File: config.mk
export PLATFORM = sky130hd
export DESIGN_NAME = rmq_div
export DESIGN_NICKNAME = d
export VERILOG_FILES = /design/src/rtl/core/rmq_pkg.sv /design/src/rtl/core/rmq_div.sv
export SDC_FILE = /design/constraint.sdc
export NUM_CORES = 2
export LEC_CHECK = 0
export BUFFER_PORTS_ARGS = -buffer_cell sky130_fd_sc_hd__buf_2
export CAP_MARGIN = 25
export CORE_ASPECT_RATIO = 1.1
export CORE_MARGIN = 1.5
export CORE_UTILIZATION = 45
export CTS_BUF_LIST = sky130_fd_sc_hd__clkbuf_4 sky130_fd_sc_hd__clkbuf_8
export DETAILED_ROUTE_END_ITERATION = 8
export GPL_TIMING_DRIVEN = 0
export RECOVER_POWER = 50
export SLEW_MARGIN = 20
export SYNTH_ARGS = -nofsm -noshare
export SYNTH_HDL_FRONTEND = slang
export SYNTH_SLANG_ARGS = --single-unit
File: constraint.sdc
create_clock -name clk -period 6.8 [get_ports clk]
set_input_delay 1.02 -clock clk [delete_from_list [all_inputs] [get_ports clk]]
set_output_delay 1.02 -clock clk [all_outputs]
set_load 0.005 [all_outputs]
File: src/rtl/core/rmq_pkg.sv
// Shared types and constants for the rotation matrix to quaternion converter.
`default_nettype none
package rmq_pkg;

  localparam int DATA_W = 16;
  localparam int FRAC   = 14;
  localparam int ROOT_W = 16;
  localparam int NUM_W  = 17;
  localparam int REM_W  = 18;
  localparam int QUO_W  = 17;

  localparam logic signed [17:0] ONE = 18'sd16384;

  // branch select: trace or the diagonal that supplies the root
  localparam logic [1:0] SEL_TRACE = 2'd0;
  localparam logic [1:0] SEL_X     = 2'd1;
  localparam logic [1:0] SEL_Y     = 2'd2;
  localparam logic [1:0] SEL_Z     = 2'd3;

  typedef struct packed {
    logic [31:0]                n;
    logic [1:0]                 sel;
    logic [2:0][NUM_W-1:0]      mag;
    logic [2:0]                 neg;
  } front_t;

  typedef struct packed {
    logic [ROOT_W-1:0]          root;
    logic [1:0]                 sel;
    logic [2:0][NUM_W-1:0]      mag;
    logic [2:0]                 neg;
  } root_t;

  typedef struct packed {
    logic [ROOT_W-1:0]          root;
    logic [1:0]                 sel;
    logic [2:0]                 neg;
    logic [2:0][QUO_W-1:0]      q;
    logic [2:0]                 ovf;
  } quot_t;

  typedef struct packed {
    logic [REM_W-1:0]  rem;
    logic [ROOT_W-1:0] root;
  } sq_t;

endpackage
`default_nettype wire

File: src/rtl/core/rmq_div.sv
// Three-lane pipelined restoring divider: mag * 2^14 / (2 * root).
`default_nettype none
module rmq_div (
  input  wire logic              clk,
  input  wire logic              rst,
  input  wire logic              en,
  input  wire logic              in_valid,
  input  wire rmq_pkg::root_t    in_item,
  output logic                   out_valid,
  output rmq_pkg::quot_t         out_item
);
  import rmq_pkg::*;

  localparam int STAGES = 1 + (QUO_W - 1) / 2;

  typedef struct packed {
    logic [2:0][QUO_W-1:0] rem;
    logic [2:0][QUO_W-1:0] q;
    logic [2:0]            ovf;
  } ln_t;

  typedef struct packed {
    logic [QUO_W-1:0] rem;
    logic [QUO_W-1:0] q;
  } dv_t;

  function automatic dv_t dstep(input dv_t s, input logic b, input logic [QUO_W-1:0] den);
    logic [QUO_W:0] t;
    t = {s.rem, b};
    if (t >= {1'b0, den}) begin
      dstep.rem = QUO_W'(t - {1'b0, den});
      dstep.q   = {s.q[QUO_W-2:0], 1'b1};
    end else begin
      dstep.rem = t[QUO_W-1:0];
      dstep.q   = {s.q[QUO_W-2:0], 1'b0};
    end
  endfunction

  logic  v   [STAGES];
  ln_t   ln  [STAGES];
  root_t itm [STAGES];

  // first stage: overflow check and the top quotient bit
  ln_t   ln0;
  logic [QUO_W-1:0] den0;
  always_comb begin
    den0 = {in_item.root, 1'b0};
    for (int k = 0; k < 3; k++) begin
      dv_t s0, s1;
      s0.rem = QUO_W'(in_item.mag[k] >> 3);
      s0.q   = '0;
      s1 = dstep(s0, in_item.mag[k][2], den0);
      ln0.rem[k] = s1.rem;
      ln0.q[k]   = s1.q;
      // quotient reaches 2^17 when mag >= 8 * den
      ln0.ovf[k] = {3'b000, in_item.mag[k]} >= {den0, 3'b000};
    end
  end

  always_ff @(posedge clk) begin
    if (rst) begin
      v[0] <= 1'b0;
    end else if (en) begin
      v[0] <= in_valid;
    end
    if (en) begin
      ln[0]  <= ln0;
      itm[0] <= in_item;
    end
  end

  genvar g;
  generate
    for (g = 1; g < STAGES; g++) begin : g_stage
      ln_t nx;
      logic [QUO_W-1:0] den;
      // dividend bit positions handled here: hb and hb-1
      localparam int HB = QUO_W - 2*g;
      assign den = {itm[g-1].root, 1'b0};
      always_comb begin
        nx.ovf = ln[g-1].ovf;
        for (int k = 0; k < 3; k++) begin
          dv_t a0, a1, a2;
          logic b1, b2;
          b1 = (HB >= FRAC) ? itm[g-1].mag[k][(HB >= FRAC) ? HB - FRAC : 0] : 1'b0;
          b2 = (HB - 1 >= FRAC) ? itm[g-1].mag[k][(HB - 1 >= FRAC) ? HB - 1 - FRAC : 0]
                                : 1'b0;
          a0.rem = ln[g-1].rem[k];
          a0.q   = ln[g-1].q[k];
          a1 = dstep(a0, b1, den);
          a2 = dstep(a1, b2, den);
          nx.rem[k] = a2.rem;
          nx.q[k]   = a2.q;
        end
      end

      always_ff @(posedge clk) begin
        if (rst) begin
          v[g] <= 1'b0;
        end else if (en) begin
          v[g] <= v[g-1];
        end
        if (en) begin
          ln[g]  <= nx;
          itm[g] <= itm[g-1];
        end
      end
    end
  endgenerate

  assign out_valid     = v[STAGES-1];
  assign out_item.root = itm[STAGES-1].root;
  assign out_item.sel  = itm[STAGES-1].sel;
  assign out_item.neg  = itm[STAGES-1].neg;
  assign out_item.q    = ln[STAGES-1].q;
  assign out_item.ovf  = ln[STAGES-1].ovf;

endmodule
`default_nettype wire

# Word level (Yosys, flattened, before mapping)

Memory sizes are Yosys's and may differ from the RTL's.
Cells that the tools add are included.

Register bits after elaboration: 0
RAM bits: 1602
Input port bits: 76
Output and inout port bits: 76
Word-level logic and storage cells: 183
Memories: 3

Add/sub/neg operators: 51
Magnitude comparators: 54
Multiplexer cells: 66
Bitwise logic cells: 9

Memories:

| memory | depth | width | rd ports | clocked after Yosys merged registers in | write ports | RTL line      | source |
|---|---|---|---|---|---|---|---|
| ln     | 9     | 105   | 9        | 0                                       | 9           | rmq_div.sv:40 | `ln_t ln [STAGES];` |
| itm    | 9     | 72    | 9        | 0                                       | 9           | rmq_div.sv:41 | `root_t itm [STAGES];` |
| v      | 9     | 1     | 9        | 0                                       | 9           | rmq_div.sv:39 | `logic v [STAGES];` |

Operators by type and width:

| cell                           | count |
|---|---|
| 2-to-1 mux 34 bit              | 51 |
| >= comparator 18 x 17 -> 1 bit | 48 |
| subtractor 17 bit              | 48 |
| >= comparator 17 x 20 -> 1 bit | 3 |
| >= comparator 15 x 17 -> 1 bit | 3 |
| subtractor 15 x 17 -> 17 bit   | 3 |
| 2-to-1 mux 1 bit               | 15 |
| bitwise OR 1 bit               | 9 |

# Logic depth before layout (Yosys ltp)

An unclocked memory read counts as a cell.

Depth in word-level cells: 5
Mapped depth: 26
Gate-level depth less buffers: 23

# Least setup slack after synthesis

No wires, ideal clock.

Path kind: register to register
Start: memory itm[0][273] (netlist name)
End: memory ln[0][499] (netlist name) (data pin)
Library setup time: 0.262 ns
Data arrival time: 5.773 ns
Required time: 6.538 ns
Slack: 0.765 ns
Cell stages (with the launch flop): 26
Buffers on the path: 3
Period minus slack after synthesis: 6.035 ns
Cells stage by stage: edfxtp_1 inv_1 ha_1 nor2b_1 o31a_1 o31ai_4 a21oi_2 nor2_2 o21ai_1 or4b_4 a311oi_4 buf_4 mux2_2 ha_1 a21oi_1 nor2b_1 nor2_1 o22ai_1 a41o_1 o31ai_1 a21boi_0 o21a_1 a2111o_1 buf_4 buf_8 mux2_1

RTL lines:

| element         | RTL line |
|---|---|
| start, declared | rmq_div.sv:41 |
| end, declared   | rmq_div.sv:40 |

==> results_dict.tcl <==
set metrics [dict create \
    min_to "itm[0][0]" \
    post_drt_wl_per_cell_um 20.4 \
    grt_max_degree 152 \
    setup_viol_count_final 0 \
    fp.coreArea_mm2 0.153 \
    synth_warnings 0 \
    cts_max_level 4 \
    tritoncts "built" \
    cts.sinks 864 \
    tightest_slew_ns 3.49 \
    antenna_found_initial 3 \
    ys.flop_type "edfxtp_1" \
    dieArea_mm2 0.157 \
    end_kind "flip-flop" \
    place.port_buffers 151 \
    startpoint "itm[0][274]" \
    ys_seq_area_share_pct 37.4 \
    drc 0 \
    ys_top_cells_by_area "edfxtp_1 37%, ha_1 15%, mux2_2 7.9%" \
    stdcell_area_mm2 0.0773 \
    grt_pass1_wl_mm 289 \
    slew-limit-headroom_pct -132 \
    async_reset_ff_share_pct 0 \
    synth_top_cell_by_area "edfxtp_1" \
    clockRootBuffer "clkbuf_8" \
    rows 150 \
    syn_nets 7631 \
    cts_max_path_buffers 3 \
    drtIter0Drc 2929 \
    period_needed_ns 6.59 \
    clkSlewWorstSetupHoldPaths_ns 0.06 \
    num_io_pins 152 \
    routed_wl_mm 189 \
    criticalPathCategory "flip-flop to flip-flop" \
    ff2ff_setup_slack_ns 0.21 \
    hpwl_mm 147 \
    yosysUniqueCellTypes 94 \
    drive_gt1_share_pct 17.0 \
    fp.dieW_um 377 \
    cp_max_fo 10 \
    fill_cells 13921 \
    clkLatencyLatePin_ns 0.95 \
    required_ns 7.42 \
    fin_nets 8034 \
    yosys.area.top_type_share_pct 37.4 \
    timing.final.crit_share_pct 96.9 \
    r2r-start "itm[0][274]" \
    die_h_um 415 \
    initial_core_util_pct 45.5 \
    skew_ns 0.0758 \
    status "complete, but fails checks" \
    synth_seq_cells 864 \
    worstReg2RegEnd "ln[0][505]" \
    syn_area_mm2 0.0694 \
    synth_cells 6691 \
    vias 52639 \
    viasPerCell 5.68 \
    gr-usage-all-layers_pct 23.8 \
    gp_congestion 0.945 \
    failed_checks "capacitance limit, slew limit" \
    placed_area_mm2 0.0729 \
    grt_pass1_vias 51642 \
    critPathLaunchType "flip-flop" \
    slew_violations 303 \
    yosysMostFrequentCell "edfxtp_1" \
    maxCapViolCount 3 \
    whs_ns 0.281 \
    reg2regPathDepth 26 \
    area_growth_pct 11.4 \
    cp.arrival_ns 7.21 \
    hold_path_startpoint "in_item[0]" \
    synth_area_per_cell_um2 10.4 \
    synth_common_cells "864 x edfxtp_1, 831 x ha_1, 545 x a21oi_1" \
    min_path_type "primary input to flip-flop" \
    antenna_left 0 \
    fmax_mhz 152 \
    first_pass_iters 7 \
    synth-edff-count 864 \
    grt.overflow.total 0 \
    holdPathStages 1 \
    cts_buffers 158 \
    hold_viol 0 \
]
-- final cells by class --
class	count	area (um2)	share of cell area, %
inverter	363	1450	1.88
clock buffer	185	2380	3.08
clock inverter	96	1020	1.32
tap	2052	2570	3.32
multi-input combinational	5299	41300	53.5
timing repair buffer	246	1520	1.97
buffer	162	1040	1.34
sequential	864	25900	33.6
antenna	5	12.5	0.0162
-- flip-flops by register name, indices dropped and copies added, names as in the netlist --
register,cells
ln,654
v,9
itm,201
-- repair_timing --
item	4_1_cts	5_1_grt
endpoints found under the setup margin	226	263
gates resized for setup	37	90
hold buffers	0	0
setup buffers	32	56
hold endpoints to repair	0	0
pin swaps	4	9
-- routing by layer --
metal / global-route usage [%] / vias up / routed length, um
li1: - / 25906 / -
met1: 29.4 / 25110 / 80700
met2: 40.8 / 1247 / 91500
met3: 3.02 / 374 / 7640
met4: 11.3 / 2 / 9520
met5: 0 / - / 13
-- cells by family (layout without fill, tap and decap cells) --
kind of cell | count (synthesis) | count (layout) | share of synthesized area, %
XOR/XNOR | 585 | 585 | 7.38
AND/OR/NAND/NOR | 1576 | 1576 | 11.0
other | 0 | 5 | 0
AO/OA/AOI/OAI | 1730 | 1730 | 16.1
flip-flops | 864 | 864 | 37.4
multiplexers | 544 | 544 | 8.82
buffers and inverters | 528 | 1052 | 3.38
adder cells (fa/ha/maj) | 864 | 864 | 15.9
-- worst max path at each step --
stage / end / slack, ns / cells past startpoint
detailed placement: ln[0][406] / -1.16 / 24
floorplan: ln[0][499] / 0.76 / 25
global placement: ln[0][885] / -8.89 / 1
finish: ln[0][505] / 0.21 / 26
CTS: ln[0][406] / 0.002 / 24
global route: ln[0][588] / -0.02 / 25
-- metrics by stage --
stage               TNS (ns)  utilization (%)  worst slack (ns)  instances
floorplan                  0                -             0.765       6691
global placement    -7545.74             47.7             -8.89       8894
detailed placement    -63.65             47.8             -1.16       8901
CTS                        0             50.3           0.00156       9214
global route         -0.0912             50.6           -0.0210       9269
finish                     0             50.6             0.210       9272
-- critical path: stages (launching register included) --
cell and delay, ns:
edfxtp_1 0.43, clkinvlp_4 0.17, buf_4 0.18, ha_2 0.32
o21a_1 0.20, o31a_1 0.15, o31ai_4 0.34, a21oi_2 0.11
nor2_2 0.13, o21ai_1 0.11, or4b_4 0.51, a311oi_4 0.35
buf_4 0.18, mux2_2 0.36, ha_2 0.31, o21a_1 0.17
o31a_1 0.12, nor2_1 0.11, o21ai_1 0.13, a41o_1 0.29
o31ai_2 0.25, a21boi_1 0.13, o21a_1 0.20, a2111o_1 0.38
buf_4 0.18, buf_8 0.15, mux2_1 0.33
-- layout by cell type, fill, tap and decap left out, types with 22 or more instances in the layout --
master	n
a211oi_1	41
a21boi_0	28
a21o_1	241
a21oi_1	538
a31oi_1	59
and2_1	39
and3_1	36
buf_2	149
buf_4	162
clkbuf_1	50
clkbuf_4	36
clkbuf_8	159
clkinv_1	38
clkinvlp_4	32
edfxtp_1	864
fa_1	33
ha_1	829
inv_1	337
mux2_2	486
mux2i_1	34
nand2_1	337
nand2b_1	79
nand3_1	95
nand4_1	103
nor2_1	487
nor2b_1	117
nor3_1	129
nor4_1	22
o211ai_1	24
o21a_1	116
o21ai_0	320
o21bai_1	86
o31ai_1	30
or2_2	33
or3_1	33
xnor2_1	414
xor2_1	171
Power is not shown: default switching activity piles up to over one toggle a cycle in this logic, so the estimate is an artifact.
