==> src/rtl/core/rmq_pkg.sv <==
// Shared types and constants for the rotation matrix to quaternion converter.
`default_nettype none
package rmq_pkg;

  localparam int DATA_W = 16;
  localparam int FRAC   = 14;
  localparam int ROOT_W = 16;
  localparam int NUM_W  = 17;
  localparam int REM_W  = 18;
  localparam int QUO_W  = 17;

  localparam logic signed [17:0] ONE = 18'sd16384;

  // branch select: trace or the diagonal that supplies the root
  localparam logic [1:0] SEL_TRACE = 2'd0;
  localparam logic [1:0] SEL_X     = 2'd1;
  localparam logic [1:0] SEL_Y     = 2'd2;
  localparam logic [1:0] SEL_Z     = 2'd3;

  typedef struct packed {
    logic [31:0]                n;
    logic [1:0]                 sel;
    logic [2:0][NUM_W-1:0]      mag;
    logic [2:0]                 neg;
  } front_t;

  typedef struct packed {
    logic [ROOT_W-1:0]          root;
    logic [1:0]                 sel;
    logic [2:0][NUM_W-1:0]      mag;
    logic [2:0]                 neg;
  } root_t;

  typedef struct packed {
    logic [ROOT_W-1:0]          root;
    logic [1:0]                 sel;
    logic [2:0]                 neg;
    logic [2:0][QUO_W-1:0]      q;
    logic [2:0]                 ovf;
  } quot_t;

  typedef struct packed {
    logic [REM_W-1:0]  rem;
    logic [ROOT_W-1:0] root;
  } sq_t;

endpackage
`default_nettype wire

==> src/rtl/core/rmq_front.sv <==
// Front end: trace, branch pick, radicand and the three numerators.
`default_nettype none
module rmq_front (
  input  wire logic                         clk,
  input  wire logic                         rst,
  input  wire logic                         en,
  input  wire logic                         in_valid,
  input  wire logic [143:0]                 in_mat,
  output logic                              out_valid,
  output rmq_pkg::front_t                   out_item
);
  import rmq_pkg::*;

  logic        v1;
  logic [8:0][15:0] mat;
  logic [1:0]  sel;

  logic signed [17:0] t, e00, e11, e22;
  logic [1:0]  pick;

  always_comb begin
    e00 = 18'(signed'(in_mat[15:0]));
    e11 = 18'(signed'(in_mat[79:64]));
    e22 = 18'(signed'(in_mat[143:128]));
    t   = e00 + e11 + e22;
    pick = SEL_X;
    if (e11 > e00) pick = SEL_Y;
    if (e22 > ((pick == SEL_Y) ? e11 : e00)) pick = SEL_Z;
  end

  always_ff @(posedge clk) begin
    if (rst) begin
      v1 <= 1'b0;
    end else if (en) begin
      v1 <= in_valid;
    end
    if (en) begin
      mat <= in_mat;
      sel <= (!t[17] && t != 18'sd0) ? SEL_TRACE : pick;
    end
  end

  // second stage
  function automatic logic signed [NUM_W-1:0] ext(input logic [15:0] v);
    ext = NUM_W'(signed'(v));
  endfunction

  logic signed [17:0] a, f00, f11, f22;
  logic signed [NUM_W-1:0] d [3];
  front_t nxt;

  always_comb begin
    f00 = 18'(signed'(mat[0]));
    f11 = 18'(signed'(mat[4]));
    f22 = 18'(signed'(mat[8]));
    case (sel)
      SEL_TRACE: begin
        a    = f00 + f11 + f22 + ONE;
        d[0] = ext(mat[7]) - ext(mat[5]);
        d[1] = ext(mat[2]) - ext(mat[6]);
        d[2] = ext(mat[3]) - ext(mat[1]);
      end
      SEL_X: begin
        a    = f00 - f11 - f22 + ONE;
        d[0] = ext(mat[7]) - ext(mat[5]);
        d[1] = ext(mat[3]) + ext(mat[1]);
        d[2] = ext(mat[6]) + ext(mat[2]);
      end
      SEL_Y: begin
        a    = f11 - f22 - f00 + ONE;
        d[0] = ext(mat[2]) - ext(mat[6]);
        d[1] = ext(mat[7]) + ext(mat[5]);
        d[2] = ext(mat[1]) + ext(mat[3]);
      end
      default: begin
        a    = f22 - f00 - f11 + ONE;
        d[0] = ext(mat[3]) - ext(mat[1]);
        d[1] = ext(mat[2]) + ext(mat[6]);
        d[2] = ext(mat[5]) + ext(mat[7]);
      end
    endcase
    nxt.sel = sel;
    // a non-positive radicand gives a zero root
    nxt.n = (!a[17] && a != 18'sd0) ? {1'b0, a[16:0], 14'b0} : 32'd0;
    for (int k = 0; k < 3; k++) begin
      nxt.neg[k] = d[k][NUM_W-1];
      nxt.mag[k] = d[k][NUM_W-1] ? (NUM_W'(0) - d[k]) : d[k];
    end
  end

  always_ff @(posedge clk) begin
    if (rst) begin
      out_valid <= 1'b0;
    end else if (en) begin
      out_valid <= v1;
    end
    if (en) begin
      out_item <= nxt;
    end
  end

endmodule
`default_nettype wire

==> config.mk <==
export PLATFORM = sky130hd
export DESIGN_NAME = rmq_front
export DESIGN_NICKNAME = d
export VERILOG_FILES = /design/src/rtl/core/rmq_pkg.sv /design/src/rtl/core/rmq_front.sv
export SDC_FILE = /design/constraint.sdc
export NUM_CORES = 1
export LEC_CHECK = 0
export ABC_CLOCK_PERIOD_IN_PS = 16000
export BUFFER_PORTS_ARGS = -buffer_cell sky130_fd_sc_hd__buf_4
export CAP_MARGIN = 20
export CORE_MARGIN = 2
export CORE_UTILIZATION = 58
export CTS_CLUSTER_SIZE = 24
export DETAILED_ROUTE_END_ITERATION = 7
export GPL_ROUTABILITY_DRIVEN = 1
export GPL_TIMING_DRIVEN = 0
export PLACE_DENSITY = 0.87
export RECOVER_POWER = 25
export SYNTH_ARGS = -nofsm -noshare
export SYNTH_HDL_FRONTEND = slang
export SYNTH_SLANG_ARGS = --single-unit
==> constraint.sdc <==
create_clock -name clk -period 16 [get_ports clk]
set_input_delay 3.2 -clock clk [delete_from_list [all_inputs] [get_ports clk]]
set_output_delay 3.2 -clock clk [all_outputs]
set_load 0.02 [all_outputs]
# Word-level counts from Yosys, hierarchy flattened

Index checks and enable logic that the tools add are counted.

$lt $le $gt $ge: 2
Eq/ne operators: 3
Mux-type cells: 8
Reductions and logical operators: 7
Add/sub/neg operators: 23

Operator list:

| cell                     | count |
|---|---|
| $pmux W51 S3             | 1 |
| $sub A16 B16 Y17         | 6 |
| $add A16 B16 Y17         | 5 |
| $add A18 B16 Y18 const B | 4 |
| $pmux W18 S3             | 1 |
| $sub A17 B16 Y18         | 3 |
| $sub A1 B17 Y17 const A  | 3 |
| $mux W16                 | 3 |
| $add A17 B16 Y18         | 2 |
| $reduce_bool A18 Y1      | 2 |
| $gt A16 B18 Y1           | 1 |
| $mux W18                 | 1 |
| $gt A16 B16 Y1           | 1 |
| $eq A2 B2 Y1 const B     | 2 |
| $mux W2                  | 2 |
| $eq A2 B1 Y1 const B     | 1 |
| $logic_and A1 B1 Y1      | 2 |
| $logic_not A1 Y1         | 2 |
| $logic_not A2 Y1         | 1 |

Word-level logic and storage cells: 65
Bits of input ports: 148
Flip-flop bits (word level): 236

# Logic depth before layout (Yosys ltp)

Depth in word-level cells: 6
Depth in mapped cells: 25
Mapped depth without buffers: 23

# Worst setup path after synthesis

OpenSTA, ideal clock, no wires.

Kind: input -> register
Start: in in_mat[1]
End: reg sel[1], data pin
Path slack: 8.627 ns
Library setup time: 0.286 ns
Arrival time: 7.086 ns
Stages on the path: 23
Buffers on the path: 2
Cells stage by stage: inv_1 > ha_1 > nor2b_1 > o21a_1 > o21a_1 > o21a_1 > o21a_1 > o21ai_0 > a21oi_1 > o21ai_0 > buf_1 > buf_1 > mux2i_1 > ha_1 > a21o_1 > a21oi_1 > o21ai_0 > a21oi_1 > o21ai_0 > a2111oi_0 > a21oi_1 > a21oi_1 > a21boi_0

Word-level cells in the longest chain between the ends: 6
Elaborated cells on any way between the ends: 11
Those cells by class: add/sub (2); order compare (2); eq/ne (1); mux (3); reduce/logical (3)

Ends and longest elaborated chain:

| item                 | line            | source |
|---|---|---|
| from (decl)          | rmq_front.sv:8  | `input wire logic [143:0] in_mat,` |
| $gt A16 B16 Y1       | rmq_front.sv:27 | `if (e11 > e00) pick = SEL_Y;` |
| $mux W2              | rmq_front.sv:27 |  |
| $eq A2 B2 Y1         | rmq_front.sv:28 | `if (e22 > ((pick == SEL_Y) ? e11 : e00)) pick = SEL_Z;` |
| $mux W18             | rmq_front.sv:28 |  |
| $gt A16 B18 Y1       | rmq_front.sv:28 |  |
| $mux W2              | rmq_front.sv:28 |  |
| to (signal assigned) | rmq_front.sv:39 | `sel <= (!t[17] && t != 18'sd0) ? SEL_TRACE : pick;` |
| to (decl)            | rmq_front.sv:16 | `logic [1:0] sel;` |

Several ways; a longest one is shown, not always the timed one.
A chain may end at the register's enable or synchronous reset.

# Final worst setup path

Ends and elaborated chain as after synthesis.

==> summary.txt <==
Outcome
  • Outcome: complete, no violations

Clock tree
  • CTS tree: done
  • Num Clock Sinks: 221
  • CTS H-tree depth: 1
  • Clock slew at the register clock pins of the worst setup and hold paths: 0.06 ns
  • Num CTS Buffers: 25
  • # Post-CTS Setup Buffers: 0
  • Hold_buf cts: 0
  • Clock root buffer: clkbuf_16
  • Clock Latency Late Sink: 0.57 ns
  • Longest Clk Path Bufs: 3
  • Post-CTS Resized: 0

Yosys
  • Yosys warnings: 0
  • Netlist cell types: 94
  • Sequential element share of the synthesized area: 30.2%
  • Post-synth top area share: 30.0%
  • Mean area per synthesized cell: 9.85 sq um
  • Synthesized area: 21900 sq um
  • Synth top area cells: edfxtp_1 30%, ha_1 16%, fa_1 8.8%
  • Commonest cells in the synthesized netlist: 272 x ha_1, 265 x inv_1, 219 x edfxtp_1
  • Ys async rst share: 0%
  • Top_reg_cell synth: edfxtp_1
  • Number of synthesized flops with an enable pin: 219
  • Most common cell in the netlist: ha_1
  • Post-Syn Instances: 2226
  • Synth area leader: edfxtp_1
  • #FFs+latches synth: 221

Setup path
  • Critical Path Fanout Max: 10
  • Slowest CP cell: buf_1
  • Most used cell, CP: a21oi_1
  • Crit path DAT: 9.11 ns
  • Crit path cell chain: clkbuf_1 > inv_1 > ha_1 > nor2b_1 > o21a_1 > o21a_1 > o21a_1 > o21a_1 > o21ai_0 > a21oi_1 > o21ai_0 > buf_1 > buf_1 > mux2i_1 > ha_1 > a21o_1 > a21oi_1 > o21ai_0 > a21oi_1 > o21ai_0 > a2111oi_0 > a21oi_1 > a21oi_1 > a21boi_0
  • Startpoint type of the worst setup path: input port
  • Max incr delay on CP: 0.70 ns
  • Crit. End Element: flop
  • CP required: 16.26 ns
  • CP Class: input port to flop

Final layout
  • Layout cells sized above 1: 12.8%
  • Nets: 3005
  • Fin util: 67.0%
  • Antenna cells: 0
  • Area growth from synthesis to layout: 14.3%

Drt
  • Via-to-Cell Ratio: 6.04
  • DRT Pass-1 Iters: 5
  • Routed Wire Length: 64000 um
  • Final ANT Viol Nets: 0
  • Routed len/inst: 21.2 um
  • DR DRC count: 0
  • Drt first-iter violations: 1348
  • Routed vias: 18200

Placement
  • PortBufs: 221
  • Placer congestion estimate: 0.987
  • Post-DP HPWL: 51400 um

Die
  • I/O pins: 237
  • Row Count: 71
  • Die area: 39400 sq um
  • Die H: 198 um
  • Core Region: 37400 sq um
  • Die width: 198 um
  • Initial Util: 58.6%

STA
  • Worst-Margin Slew: 1.15 ns
  • Max-slew violations: 0
  • Final hold violation count: 0
  • Final Setup Violations: 0
  • Rel. slew slack: 23.0%
  • RSZ-0062 raised after global routing: false
  • Worst clock skew: 0.0162 ns
  • Final min period: 8.85 ns
  • Final setup TNS: 0 ns
  • Final Cycle Share: 55.3%
  • F_max: 113 MHz

Pwr
  • PwrDens: 133 nW/um^2
  • Net Sw Frac: 42.4%
  • Clk pwr share: 18.4%
  • Reg power frac: 25.4%
  • Comb pwr share: 56.3%
  • Lkg Pwr: 11.0 nW
  • Int Pwr: 1.92 mW
  • Max VDD drop: 0.0000875 V
  • Switching Power: 1.42 mW

Global routing
  • Vias in the first global route: 18500
  • First-pass GRT wire length: 98300 um
  • Total congestion overflow: 0
  • Initial antenna violation count: 0
  • Largest net degree at the start of global routing: 132
  • Total GRT Usage: 32.4%

Run
  • Max Cap Viol: 0

Min path
  • HP Class: flop to flop
[worst max-delay path, delay by kind of cell]
| family | cells | cell delay, ns |
|---|---|---|
| adder cells (fa/ha/maj) | 2 | 0.58 |
| AND/OR/NAND/NOR | 1 | 0.13 |
| buffers and inverters | 4 | 1.60 |
| AO/OA/AOI/OAI | 16 | 3.32 |
| multiplexers | 1 | 0.28 |
[cell type report]
| class | instances | area [sq um] |
|---|---|---|
| fillers | 2879 | 12300 |
| multi-input cells | 1659 | 13900 |
| clock buffers | 33 | 666 |
| repair buffers | 222 | 1580 |
| inverters | 268 | 1010 |
| plain buffers | 92 | 435 |
| clock inverters | 13 | 198 |
| flip-flops and latches | 221 | 6620 |
| well taps | 511 | 639 |
[cells in the final DEF (no fill, tap or decap), types with 18 or more instances in the layout]
| master | n |
|---|---|
| a21o_1 | 46 |
| nor2b_1 | 38 |
| nand2_1 | 87 |
| clkbuf_16 | 25 |
| inv_1 | 265 |
| fa_1 | 96 |
| clkbuf_4 | 92 |
| nand2b_1 | 30 |
| mux2i_1 | 38 |
| a211oi_1 | 22 |
| mux4_2 | 18 |
| xor2_1 | 56 |
| nor3_1 | 55 |
| ha_1 | 272 |
| o21ai_0 | 84 |
| clkbuf_1 | 86 |
| nand3_1 | 37 |
| edfxtp_1 | 219 |
| o21a_1 | 32 |
| buf_4 | 112 |
| nor2_1 | 153 |
| a21oi_1 | 145 |
| xnor2_1 | 103 |
[routing by layer]
metal / global-route usage, % / wire [um]
met4: 17.7 / 3830
met3: 3.00 / 3950
met2: 58.8 / 32000
met1: 37.7 / 24200
met5: 0 / 0
[cells by family (layout without fill, tap and decap cells)]
group / after synthesis / count (layout) / share of synthesized area, %
AO/OA/AOI/OAI: 544 / 544 / 17.0
XOR/XNOR: 159 / 159 / 6.35
adder cells (fa/ha/maj): 368 / 368 / 24.3
buffers and inverters: 360 / 628 / 6.59
flip-flops: 221 / 221 / 30.2
multiplexers: 62 / 62 / 3.89
other: 1 / 15 / 0.0171
AND/OR/NAND/NOR: 511 / 511 / 11.7
[metrics by stage]
stage | instance area, sq um | total power [mW] | hold slack, ns | worst slack (ns) | std cells
2_1_floorplan | 22000 | 2.12 | 0.456 | 8.63 | 2240
3_3_place_gp | 24300 | 2.65 | 0.473 | 6.97 | 2972
3_5_place_dp | 24300 | 2.70 | 0.482 | 6.85 | 2973
4_1_cts | 25200 | 3.32 | 0.507 | 7.40 | 3019
5_1_grt | 25100 | 3.53 | 0.573 | 6.93 | 3019
6_report | 25100 | 3.34 | 0.506 | 7.15 | 3019
[flip-flops by register name, indices dropped and copies added, names as in the netlist]
signal / count
f00: 16
f11: 16
f22: 16
mat: 96
out_item: 73
out_valid: 1
sel: 2
v1: 1
[power by group through the flow]
stage               Sequential, mW  Clock, mW  Combinational (mW)
finish                       0.847      0.613                1.88
global route                 0.858      0.641                2.03
CTS                          0.848      0.619                1.85
detailed placement           0.858          0                1.84
global placement             0.854          0                1.79
floorplan                    0.942          0                1.18
[path summary, 6_finish.rpt]
| kind | slack (ns) | start | endpoint | depth (start not counted) |
|---|---|---|---|---|
| max reg2reg | 10.12 | f00[8] | out_item[78] | 16 |
| max | 7.15 | in_mat[1] | sel[1] | 24 |
| min reg2reg | 0.51 | out_valid | out_valid | 2 |
| min | 0.51 | out_valid | out_valid | 2 |
Power figures use the tool's default switching activity.
