## src/rtl/core/rmq_pkg.sv

```systemverilog
// Shared types and constants for the rotation matrix to quaternion converter.
`default_nettype none
package rmq_pkg;

  localparam int DATA_W = 16;
  localparam int FRAC   = 14;
  localparam int ROOT_W = 16;
  localparam int NUM_W  = 17;
  localparam int REM_W  = 18;
  localparam int QUO_W  = 17;

  localparam logic signed [17:0] ONE = 18'sd16384;

  // branch select: trace or the diagonal that supplies the root
  localparam logic [1:0] SEL_TRACE = 2'd0;
  localparam logic [1:0] SEL_X     = 2'd1;
  localparam logic [1:0] SEL_Y     = 2'd2;
  localparam logic [1:0] SEL_Z     = 2'd3;

  typedef struct packed {
    logic [31:0]                n;
    logic [1:0]                 sel;
    logic [2:0][NUM_W-1:0]      mag;
    logic [2:0]                 neg;
  } front_t;

  typedef struct packed {
    logic [ROOT_W-1:0]          root;
    logic [1:0]                 sel;
    logic [2:0][NUM_W-1:0]      mag;
    logic [2:0]                 neg;
  } root_t;

  typedef struct packed {
    logic [ROOT_W-1:0]          root;
    logic [1:0]                 sel;
    logic [2:0]                 neg;
    logic [2:0][QUO_W-1:0]      q;
    logic [2:0]                 ovf;
  } quot_t;

  typedef struct packed {
    logic [REM_W-1:0]  rem;
    logic [ROOT_W-1:0] root;
  } sq_t;

endpackage
`default_nettype wire

```

## src/rtl/core/rmq_sqrt.sv

```systemverilog
// Pipelined integer square root, two result bits per stage.
`default_nettype none
module rmq_sqrt (
  input  wire logic              clk,
  input  wire logic              rst,
  input  wire logic              en,
  input  wire logic              in_valid,
  input  wire rmq_pkg::front_t   in_item,
  output logic                   out_valid,
  output rmq_pkg::root_t         out_item
);
  import rmq_pkg::*;

  localparam int STAGES = ROOT_W / 2;

  function automatic sq_t sq_step(input sq_t s, input logic [1:0] dig);
    logic [REM_W-1:0] r2;
    logic [REM_W-1:0] tr;
    r2 = {s.rem[REM_W-3:0], dig};
    tr = {s.root, 2'b01};
    if (r2 >= tr) begin
      sq_step.rem  = r2 - tr;
      sq_step.root = {s.root[ROOT_W-2:0], 1'b1};
    end else begin
      sq_step.rem  = r2;
      sq_step.root = {s.root[ROOT_W-2:0], 1'b0};
    end
  endfunction

  logic   v   [STAGES];
  sq_t    st  [STAGES];
  front_t itm [STAGES];

  genvar g;
  generate
    for (g = 0; g < STAGES; g++) begin : g_stage
      sq_t    prev, mid, fin;
      front_t pitm;
      logic   pv;
      if (g == 0) begin : g_first
        assign prev = '0;
        assign pitm = in_item;
        assign pv   = in_valid;
      end else begin : g_rest
        assign prev = st[g-1];
        assign pitm = itm[g-1];
        assign pv   = v[g-1];
      end
      assign mid = sq_step(prev, pitm.n[31-4*g -: 2]);
      assign fin = sq_step(mid,  pitm.n[29-4*g -: 2]);

      always_ff @(posedge clk) begin
        if (rst) begin
          v[g] <= 1'b0;
        end else if (en) begin
          v[g] <= pv;
        end
        if (en) begin
          st[g]  <= fin;
          itm[g] <= pitm;
        end
      end
    end
  endgenerate

  assign out_valid     = v[STAGES-1];
  assign out_item.root = st[STAGES-1].root;
  assign out_item.sel  = itm[STAGES-1].sel;
  assign out_item.mag  = itm[STAGES-1].mag;
  assign out_item.neg  = itm[STAGES-1].neg;

endmodule
`default_nettype wire

```

## config.mk

```make
export PLATFORM = sky130hd
export DESIGN_NAME = rmq_sqrt
export DESIGN_NICKNAME = d
export VERILOG_FILES = /design/src/rtl/core/rmq_pkg.sv /design/src/rtl/core/rmq_sqrt.sv
export SDC_FILE = /design/constraint.sdc
export NUM_CORES = 1
export LEC_CHECK = 0
export BUFFER_PORTS_ARGS = -buffer_cell sky130_fd_sc_hd__buf_2
export CORE_ASPECT_RATIO = 0.9
export CORE_MARGIN = 8
export CORE_UTILIZATION = 47
export CTS_CLUSTER_DIAMETER = 150
export DETAILED_ROUTE_END_ITERATION = 16
export PLACE_DENSITY = 0.62
export SLEW_MARGIN = 10
export SYNTH_ARGS = -nofsm -noshare
export SYNTH_HDL_FRONTEND = slang
export SYNTH_SLANG_ARGS = --single-unit
```

## constraint.sdc

```tcl
create_clock -name clk -period 6.75 [get_ports clk]
set_input_delay 0.3375 -clock clk [delete_from_list [all_inputs] [get_ports clk]]
set_output_delay 0.3375 -clock clk [all_outputs]
set_load 0.02 [all_outputs]
```

# Yosys cells after proc, flatten, opt, wreduce, memory -nomap -nowiden
# Memories as Yosys holds them, arrays and structs flattened.
# Cells that the tools add are included.
dict set report word_totals {
  n_memories 3
  output_inout_bits 73
  input_bits 92
  ramBits 984
  wordCells 73
  regBits 0
}
dict set report classes {
  bitwise_logic 8
  magnitude_cmp 16
  addsub 16
  n_mux 30
}
# memory depth width read_ports rd_ports_with_merged_regs wr line_no
set memory_table {}
lappend memory_table {itm 8 88 8 0 8 rmq_sqrt.sv:32} ;# front_t itm [STAGES];
lappend memory_table {st 8 34 8 0 8 rmq_sqrt.sv:31} ;# sq_t st [STAGES];
lappend memory_table {v 8 1 8 0 8 rmq_sqrt.sv:30} ;# logic v [STAGES];
# op n
set ops {}
lappend ops {{2-to-1 mux 34 bit} 8}
lappend ops {{greater-or-equal comparator 18 bit} 15}
lappend ops {{2-to-1 mux 32 bit} 8}
lappend ops {{subtractor 18 bit} 8}
lappend ops {{subtractor 16 bit} 7}
lappend ops {{2-to-1 mux 1 bit} 14}
lappend ops {{OR 1 bit} 8}
lappend ops {{subtractor 2 x 1 -> 3 bit, second input constant} 1}
lappend ops {{greater-or-equal comparator 2 x 1 -> 1 bit, second input constant} 1}

# Depth between registers and ports, before layout
# Gate-level depths: netlist of run 1.
# An unclocked memory read counts as a cell.
dict set report depth {
  depth_word 5
  mapped_depth 23
  ltp_nobuf 21
}

# Least setup slack after synthesis of run 1
# OpenSTA, ideal clock, no wires.
dict set report synth_timing {
  kind {register -> register}
  from {memory st[1][25] (netlist bit)}
  to {memory st[1][54] (netlist bit), data pin}
  arrival_time_ps 4444
  setup_slack_ps 2046
  required_time_ps 6490
  stages_incl_launch_ff 18
  path_cell_list {edfxtp_1 > ha_1 > a21oi_1 > nand2b_1 > nor4_1 > a21boi_1 > buf_2 > buf_1 > o21ai_0 > ha_1 > nand2_1 > or2_2 > or3_1 > or3_1 > or4bb_1 > nand4b_1 > buf_2 > mux2_2}
}
# item line_no
set synth_lines {}
lappend synth_lines {{start, declared} rmq_sqrt.sv:31}

==> impl_metrics.ini, run 1 <==
[run_status]
status = finished, final reports clean

[clock_tree]
cts_setup_buffers = 0
cts_sinks = 746
cts_made_buffers = 78
cts-htree-levels = 3
cts.reportedPaths.clkPinSlew_ns = 0.06
clockBufferDepth = 3
worstSkewPairLatency_ns = 0.64
ctsResizeCount = 0
cts_tree = yes
cts_root_buffer = clkbuf_16

[power]
p_int_mw = 9.55
comb_power_share_pct = 23.2
pwr-share-seq_pct = 44.5
swShare_pct = 28.7
pwr-share-clk_pct = 32.2
p_total_mw = 13.4
ir_drop_mv = 0.241
p_leak_nw = 14.4
p_sw_mw = 3.85
power.density_mw_per_mm2 = 354

[logic_synthesis]
synthesis.area_sq_mm = 0.0324
async_flop_share_pct = 0
ys_types = 88
synth-edff-count = 746
synth_warnings = 0
ys_seq_area_share_pct = 69.1
synthFlopType = edfxtp_1
ys_seq_elements = 746
avgSynthCellArea_sq_um = 14.4
syn_inst = 2252

[timing]
slew_viol_final = 0
fin_crit_sh_pct = 85.0
rsz0062_at_grt = no
fin_hold_ws_ns = 0.0630
finalWorstSetupSlack_ns = 1.01
fin_crit_ns = 5.74
max_freq_ghz = 0.174
relSlewSlack_pct = 25.6
setup_viol = 0
hold_violations = 0
setup_tns_ns = 0
finClkSkew_ns = 0.0510
worstMarginPinSlew_ns = 1.12

[run]
cap_violations = 0

[place]
dpl.hpwl_um = 43300
portBuffers = 164
place_congestion = 0.890
dpl_worst_slack_ns = 1.10
placed_area_sq_mm = 0.0344
post-place-cells = 3320

[critical_path]
end_kind = register
critPathArrivalTime_ns = 6.10
path_buf_inv = 3
slowest_stage = and4_1
cp_common_cell = a21oi_1
criticalPathCategory = register to register
slowest_delay_ns = 0.74
path_cells = ha_1 -> nand4_1 -> a2111oi_1 -> o41ai_1 -> buf_4 -> nand2_1 -> buf_4 -> nor2_1 -> a21oi_1 -> ha_1 -> a21oi_1 -> o21ai_0 -> a21oi_1 -> o21bai_1 -> or3_1 -> o211ai_1 -> and4_1 -> inv_1 -> mux2_2
cp.required_ns = 7.11
cp_max_fo = 23
startpoint_type = register
critical_path.top_delay_family = compound AO/OA/AOI/OAI gates

[finish]
instances_no_fill = 3553
drive_above_1_share_pct = 13.7
utilization_pct = 55.4
areaGrowthSynthToFinish_pct = 16.9
final_area_sq_mm = 0.0379
final_net_count = 2797

[drt]
first_iter_violations = 1641
antenna_left = 0
avgRoutedWirePerCell_um = 17.5
wirelength_um = 62100
post_drt_via_cell_ratio = 5.27
drc = 0
drt_first_pass_iters = 7
dr_total_vias = 18726

[floorplan]
start_util_pct = 47.3
fp.dieH_um = 265
die_area_sq_mm = 0.0776
rows = 91
pin_count = 165
die_w_um = 293
coreArea_sq_mm = 0.0684

[worst_hold_path]
hp-class = input pin to register

[global_routing]
antenna_found_initial = 8
grt_pass1_vias = 18536
grt_use_total_pct = 15.7
grt_pass1_wl_um = 98300
grt_max_degree = 190
grt_overflow = 0
[cells in the mapped netlist, drive strengths merged, types with 15 or more instances]
library cell / number / area, sq um
edfxtp: 746 / 22400
nor2: 164 / 632
ha: 149 / 1860
a21oi: 133 / 666
inv: 133 / 499
nand2: 104 / 390
o21ai: 92 / 460
xnor2: 90 / 788
nor3: 48 / 245
a21o: 45 / 338
xor2: 43 / 377
nand3: 36 / 185
o21a: 29 / 218
clkbuf: 27 / 101
mux2: 25 / 282
nor2b: 23 / 144
a211oi: 22 / 165
nand2b: 21 / 131
or3: 21 / 136
a31oi: 19 / 119
and3: 17 / 106
nand4: 17 / 121
and2: 16 / 100
o21bai: 16 / 120
or2: 16 / 100
mux2i: 15 / 150
[layer usage]
metal | wire, um | GRT usage, %
met5 | 53 | 0
met4 | 1490 | 4.79
met3 | 3310 | 3.23
met2 | 28000 | 24.6
met1 | 29200 | 22.0
[state kept, by name, indices dropped and copies added, names as in the netlist]
register,cells
itm,560
st,178
v,8
[layout by cell type, fill, tap and decap left out, drive strengths merged, types with 43 or more instances in the layout]
master       instances
edfxtp             746
buf                175
nor2               164
ha                 149
inv                137
a21oi              133
nand2              104
o21ai               92
clkbuf              91
xnor2               90
dlygate4sd3         86
nor3                48
a21o                45
xor2                43
[worst paths after layout]
| path | startpoint | to | slack [ns] | cells past startpoint |
|---|---|---|---|---|
| max reg2reg | st[1][56]$_DFFE_PP_ | st[1][95]$_DFFE_PP_ | 1.01 | 19 |
| min | in_item[86] | st[0][1]$_DFFE_PP_ | 0.06 | 2 |
| min reg2reg | itm[0][289]$_DFFE_PP_ | itm[1][25]$_DFFE_PP_ | 0.40 | 0 |
| max | st[1][56]$_DFFE_PP_ | st[1][95]$_DFFE_PP_ | 1.01 | 19 |
[power groups by stage]
| stage | logic [mW] | clock network, mW | registers [mW] |
|---|---|---|---|
| finish | 3.11 | 4.32 | 5.97 |
| global route | 3.48 | 4.62 | 6.02 |
| CTS | 3.11 | 4.46 | 5.97 |
| detailed placement | 3.04 | 0 | 6.07 |
| global placement | 3.00 | 0 | 6.05 |
| floorplan | 2.27 | 0 | 5.97 |
[timing repair]
item                       CTS  global route
hold buffers                86             0
setup endpoints to repair    0             0
hold endpoints to repair    86             0
[layout make-up]
cell class / instances / area (sq um)
Inverter: 134 / 503
Timing Repair Buffer: 261 / 1810
Sequential cell: 746 / 22400
Clock buffer: 91 / 2000
Antenna cell: 4 / 10.0
Tap cell: 930 / 1160
Multi-Input combinational cell: 1335 / 9350
Fill cell: 5594 / 30500
Clock inverter: 52 / 649
[worst reg2reg max path, stage by stage, from the launching register on]
cell       delay, ns
edfxtp_1        0.41
ha_1            0.42
nand4_1         0.16
a2111oi_1       0.52
o41ai_1         0.17
buf_4           0.17
nand2_1         0.22
buf_4           0.30
nor2_1          0.06
a21oi_1         0.18
ha_1            0.33
a21oi_1         0.22
o21ai_0         0.11
a21oi_1         0.16
o21bai_1        0.11
or3_1           0.37
o211ai_1        0.17
and4_1          0.74
inv_1           0.30
mux2_2          0.35
[cells by family after synthesis]
kind of cell             after synthesis  synth area share [%]
flip-flops                           746                  69.1
AO/OA/AOI/OAI                        462                  9.34
AND/OR/NAND/NOR                      549                  8.78
other                                  1                0.0116
buffers and inverters                172                  2.05
adder cells (fa/ha/maj)              149                  5.75
XOR/XNOR                             133                  3.60
multiplexers                          40                  1.33
(Power assumes the default switching activity.)
==> run 2, diff against run 1 <==
ABC_AREA = 1   (was not set)
==> impl_metrics.ini, run 2 <==
[critical_path]
criticalPathCategory = register to register
slowest_delay_ns = 0.53
r2r_start = st[1][9]$_DFFE_PP_
path_cells = inv_1 -> ha_1 -> nand2_1 -> inv_1 -> nor2_1 -> nand2_1 -> a21oi_1 -> nand3_2 -> inv_1 -> o21ai_0 -> ha_1 -> nand2_1 -> o21ai_0 -> nor2_1 -> nand2_1 -> nand2_1 -> nand2_1 -> inv_1 -> nand2_1 -> nand2_1
slowest_stage = inv_1
path_buf_inv = 4
end_kind = register
critical_path.top_delay_family = simple AND/OR/NAND/NOR gates
critPathArrivalTime_ns = 5.50
startpoint_type = register
cp_common_cell = nand2_1
cp_max_fo = 21
startpoint = st[1][9]$_DFFE_PP_
cp.required_ns = 7.11

[run_status]
status = finished, final reports clean

[drt]
avgRoutedWirePerCell_um = 16.9
wirelength_um = 73100
drt_first_pass_iters = 5
first_iter_violations = 1558
drc = 0
dr_total_vias = 21708
post_drt_via_cell_ratio = 5.00
antenna_left = 0

[floorplan]
die_w_um = 299
pin_count = 165
coreArea_sq_mm = 0.0714
start_util_pct = 47.4
rows = 93
fp.dieH_um = 271
die_area_sq_mm = 0.0810

[finish]
drive_above_1_share_pct = 9.62
largest_register_ff_count = 560
instances_no_fill = 4339
final_net_count = 3565
reg.largest.list = itm (560), st (178), v (8)
fill_cells = 6155
layout_commonest_cell = nand2_1
mostFrequentLayoutCells = nand2_1 (787), edfxtp_1 (746), inv_1 (363)
areaGrowthSynthToFinish_pct = 15.8
multi_input_area_sq_mm = 0.00993
seq_area_sq_mm = 0.0224
largest_register = itm

[worst_hold_path]
hp-class = input pin to register
hold_start = in_item[84]

[clock_tree]
cts_made_buffers = 77
worstSkewPairLatency_ns = 0.62
cts_tree = yes
cts_root_buffer = clkbuf_16
ctsResizeCount = 0
cts-htree-levels = 3
cts_sinks = 746
clockBufferDepth = 3
cts.reportedPaths.clkPinSlew_ns = 0.06

[logic_synthesis]
ys_seq_elements = 746
synth.area.top_cells = edfxtp_1 (66%), nand2_1 (8.7%), ha_1 (5.5%), inv_1 (4.0%), nand3_1 (2.8%)
ys_types = 46
async_flop_share_pct = 0
netlist_top_cells_count = nand2_1 (787), edfxtp_1 (746), inv_1 (363), nor2_1 (216), nand3_1 (192)
ys_seq_area_share_pct = 66.1
synth-edff-count = 746
syn_inst = 3017
synth_top_cell_by_area = edfxtp_1
synth_top_cell_area_share_pct = 66.1
synthesis.area_sq_mm = 0.0339
avgSynthCellArea_sq_um = 11.2
synthFlopType = edfxtp_1
synth_warnings = 0
synth.most_common_cell = nand2_1

[place]
dpl.hpwl_um = 53800
post-place-cells = 4106
portBuffers = 164
place_congestion = 0.958

[global_routing]
grt_overflow = 0
antenna_found_initial = 3
grt_max_degree = 187
grt_pass1_vias = 21302
grt_use_total_pct = 17.7
grt_pass1_wl_um = 115000

[timing]
rsz0062_at_grt = no
fin_hold_ws_ns = 0.148
max_freq_ghz = 0.194
slew_viol_final = 0
hold_violations = 0
setup_viol = 0
fin_crit_ns = 5.15
setup_tns_ns = 0
worstMarginPinSlew_ns = 1.05
fin_crit_sh_pct = 76.2
relSlewSlack_pct = 29.7
finClkSkew_ns = 0.0274

[power]
p_leak_nw = 16.4
p_total_mw = 13.6
power.density_mw_per_mm2 = 347
ir_drop_mv = 0.222

[run]
cap_violations = 0
==> run 2: cell types whose count changed in the layout (fill, tap and decap cells not counted), moves of 21 or more <==
cell / before / now
a21o_1: 45 / 5
inv_1: 130 / 363
mux2_2: 25 / 0
nand2_1: 104 / 787
nand2b_1: 21 / 0
nand3_1: 35 / 192
nand4_1: 16 / 49
nor2_1: 163 / 216
nor2b_1: 23 / 0
o21a_1: 29 / 4
o21ai_0: 91 / 121
xnor2_1: 90 / 38
==> run 2: final timing paths <==
path | slack [ns] | endpoint | cells after the start
setup / recovery | 1.60 | st[1][62]$_DFFE_PP_ | 20
hold / removal | 0.15 | st[0][16]$_DFFE_PP_ | 3
setup reg to reg | 1.60 | st[1][62]$_DFFE_PP_ | 20
hold reg to reg | 0.40 | itm[1][225]$_DFFE_PP_ | 0
==> run 2: cells by family after synthesis <==
group	after synthesis	share of synthesized area [%]
and+or+nand+nor	1337	16.7
DFF	746	66.1
buffers and inverters	399	4.63
AOI/OAI and AO/OA	290	4.59
adders and majority gates	149	5.50
xor gates and xnor gates	95	2.48
other	1	0.0111
==> run 2: through the flow <==
stage	util (%)	setup slack (ns)	instance area [sq um]
floorplan	-	2.95	33900
global placement	50.1	1.70	35800
detailed placement	50.1	1.74	35800
CTS	55.0	1.71	39300
global route	55.0	1.21	39300
finish	55.0	1.60	39300
==> run 2: worst register-to-register path: stages (launching register included) <==
cell      delay [ns]
edfxtp_1        0.41
inv_1           0.15
ha_1            0.31
nand2_1         0.09
inv_1           0.04
nor2_1          0.11
nand2_1         0.06
a21oi_1         0.21
nand3_2         0.28
inv_1           0.54
o21ai_0         0.33
ha_1            0.50
nand2_1         0.14
o21ai_0         0.30
nor2_1          0.07
nand2_1         0.12
nand2_1         0.10
nand2_1         0.51
inv_1           0.42
nand2_1         0.15
nand2_1         0.06
==> run 2: what timing repair did <==
action                                 4_1_cts  5_1_grt
hold buffers                                89        0
endpoints found under the hold margin       88        0
buffers inserted                             0        0
==> run 2: routing by layer <==
layer / track usage [%] / vias to the layer above / wire length, um
met5: 0 / - / 13
met4: 4.76 / 2 / 1760
met2: 27.2 / 548 / 31900
met3: 4.41 / 122 / 4770
met1: 25.0 / 10081 / 34600
li1: - / 10955 / -
==> run 2: final cells by class <==
class / count / area share [%]
clock inverters: 59 / 1.56
repair buffers: 259 / 4.60
inverters: 367 / 3.51
clock buffers: 84 / 4.97
diodes: 1 / 0.00637
multi-input cells: 1873 / 25.3
well taps: 950 / 3.03
flip-flops and latches: 746 / 57.1
==> run 2: power by group <==
part	leakage [nW]	internal (mW)	switching (mW)
Clock	1.23	2.34	1.84
Combinational	7.93	1.19	2.33
Sequential	7.25	5.69	0.242
Total	16.4	9.22	4.40
==> run 3, diff against run 2 <==
ABC_AREA = 0   (was 1)
PLACE_DENSITY = 0.64   (was 0.62)
clock period = 4.6 ns   (was 6.75 ns; I/O delays follow)
==> impl_metrics.ini, run 3 (same netlist as run 1, synthesis figures left out) <==
[critical_path]
slowest_delay_ns = 0.55
rrSetupSlack_ns = 0.1
end_kind = register
path_cells = inv_1 -> ha_4 -> a21oi_4 -> nand2b_1 -> nor4_2 -> a21boi_2 -> buf_6 -> buf_4 -> mux2i_2 -> ha_1 -> and3_4 -> nand3_2 -> nor2_1 -> and4b_1 -> or4bb_4 -> nand4b_1 -> buf_4 -> buf_6 -> buf_4 -> nor2_1 -> a21oi_1
critPathArrivalTime_ns = 4.87
cp.required_ns = 4.97
slowest_stage = or4bb_4
critical_path.top_delay_family = simple AND/OR/NAND/NOR gates
path_buf_inv = 6
startpoint_type = register
cp_common_cell = buf_4
reg2reg_depth = 21
reg2reg_to = st[1][56]$_DFFE_PP_
criticalPathCategory = register to register
r2r_start = st[1][9]$_DFFE_PP_
cp_max_fo = 7

[finish]
instances_no_fill = 3740
final_area_sq_mm = 0.0398
fill_cells = 5365
layout_commonest_cell = edfxtp_1
largest_register = itm
areaGrowthSynthToFinish_pct = 22.7
final_net_count = 2986
drive_above_1_share_pct = 21.6
largest_register_ff_count = 560
reg.largest.list = itm (560), st (178), v (8)
mostFrequentLayoutCells = edfxtp_1 (746), buf_4 (179), buf_2 (163)

[global_routing]
grt_overflow = 0
antenna_found_initial = 5
grt_pass1_vias = 19278
grt_pass1_wl_um = 104000
grt_use_total_pct = 16.7
grt_max_degree = 126

[place]
portBuffers = 164
post-place-cells = 3466
placed_area_sq_mm = 0.0355
place_congestion = 0.863
dpl_worst_slack_ns = -0.105
dpl.hpwl_um = 47100

[timing]
finClkSkew_ns = 0.0578
fin_crit_ns = 4.50
hold_violations = 0
max_freq_ghz = 0.222
setup_viol = 0
finalWorstSetupSlack_ns = 0.0991
fin_crit_sh_pct = 97.8
worstMarginPinSlew_ns = 0.770
slew_viol_final = 0
relSlewSlack_pct = 48.0

[clock_tree]
cts-htree-levels = 3
cts_sinks = 746
worstSkewPairLatency_ns = 0.65
cts.reportedPaths.clkPinSlew_ns = 0.07
cts_root_buffer = clkbuf_16
cts_made_buffers = 78
cts_tree = yes
clockBufferDepth = 3

[power]
power.density_mw_per_mm2 = 513
p_leak_nw = 15.4
ir_drop_mv = 0.348
p_total_mw = 20.4

[drt]
dr_total_vias = 19371
avgRoutedWirePerCell_um = 17.8
route.met3.wl_um = 3490
post_drt_via_cell_ratio = 5.18
top_layer_used = met5
route.met2.wl_um = 30500
wirelength_um = 66700
antenna_left = 0
first_iter_violations = 1205
drc = 0
drt_first_pass_iters = 5
wl_met1_um = 31000

[floorplan]
fp.dieH_um = 265
die_area_sq_mm = 0.0776
rows = 91
die_w_um = 293
coreArea_sq_mm = 0.0684
pin_count = 165
start_util_pct = 47.3

[run_status]
status = finished, final reports clean

[worst_hold_path]
hold_start = en
whs_path_depth = 1
min_to = itm[0][209]$_DFFE_PP_
hp-class = input pin to register

[run]
cap_violations = 0
run 3: per-stage QoR:
stage | setup TNS [ns] | hold slack [ns] | utilization (%)
final | 0 | 0.0834 | 58.1
after global routing | -0.282 | 0.109 | 58.1
after CTS | 0 | 0.0930 | 57.2
after detailed placement | -0.674 | 0.405 | 51.9
after global placement | -0.623 | 0.400 | 51.9
after floorplan | 0 | 0.329 | -
run 3: final cells by class:
cell class                 count  area, sq um  share of cell area (%)
antenna                        3         7.51                  0.0189
tap                          930         1160                    2.93
inverter                     134          503                    1.27
sequential                   746        22400                    56.3
clock buffer                  87         1990                    4.99
timing repair buffer         448         3300                    8.31
clock inverter                55          646                    1.62
multi-input combinational   1337         9750                    24.5
run 3: how the worst max path moves through the flow:
| stage | start | endpoint | cells after the start |
|---|---|---|---|
| 2_1_floorplan | st[1][25]$_DFFE_PP_ | st[1][54]$_DFFE_PP_ | 17 |
| 5_1_grt | st[1][1]$_DFFE_PP_ | st[1][55]$_DFFE_PP_ | 18 |
| 4_1_cts | st[1][2]$_DFFE_PP_ | st[1][55]$_DFFE_PP_ | 18 |
| 3_5_place_dp | st[1][9]$_DFFE_PP_ | st[1][62]$_DFFE_PP_ | 18 |
| 6_report | st[1][9]$_DFFE_PP_ | st[1][56]$_DFFE_PP_ | 21 |
| 3_3_place_gp | st[1][9]$_DFFE_PP_ | st[1][55]$_DFFE_PP_ | 18 |
run 3: power by group:
group	internal [mW]	switching, mW	total, mW
Combinational	2.48	2.86	5.35
Clock	3.63	2.66	6.29
Sequential	8.38	0.363	8.74
run 3: routing by layer:
metal  global-route usage [%]  up-vias
li1                         -     9571
met1                     23.1     9262
met2                     26.5      423
met3                     3.48      113
met4                     5.01        2
met5                        0        -
run 3: what timing repair did:
action,CTS,global route
setup endpoints to repair,18,84
hold buffers,93,0
endpoints found under the hold margin,95,0
pin swaps,3,16
buffers inserted,3,30
cloned,1,2
gates resized for setup,18,75
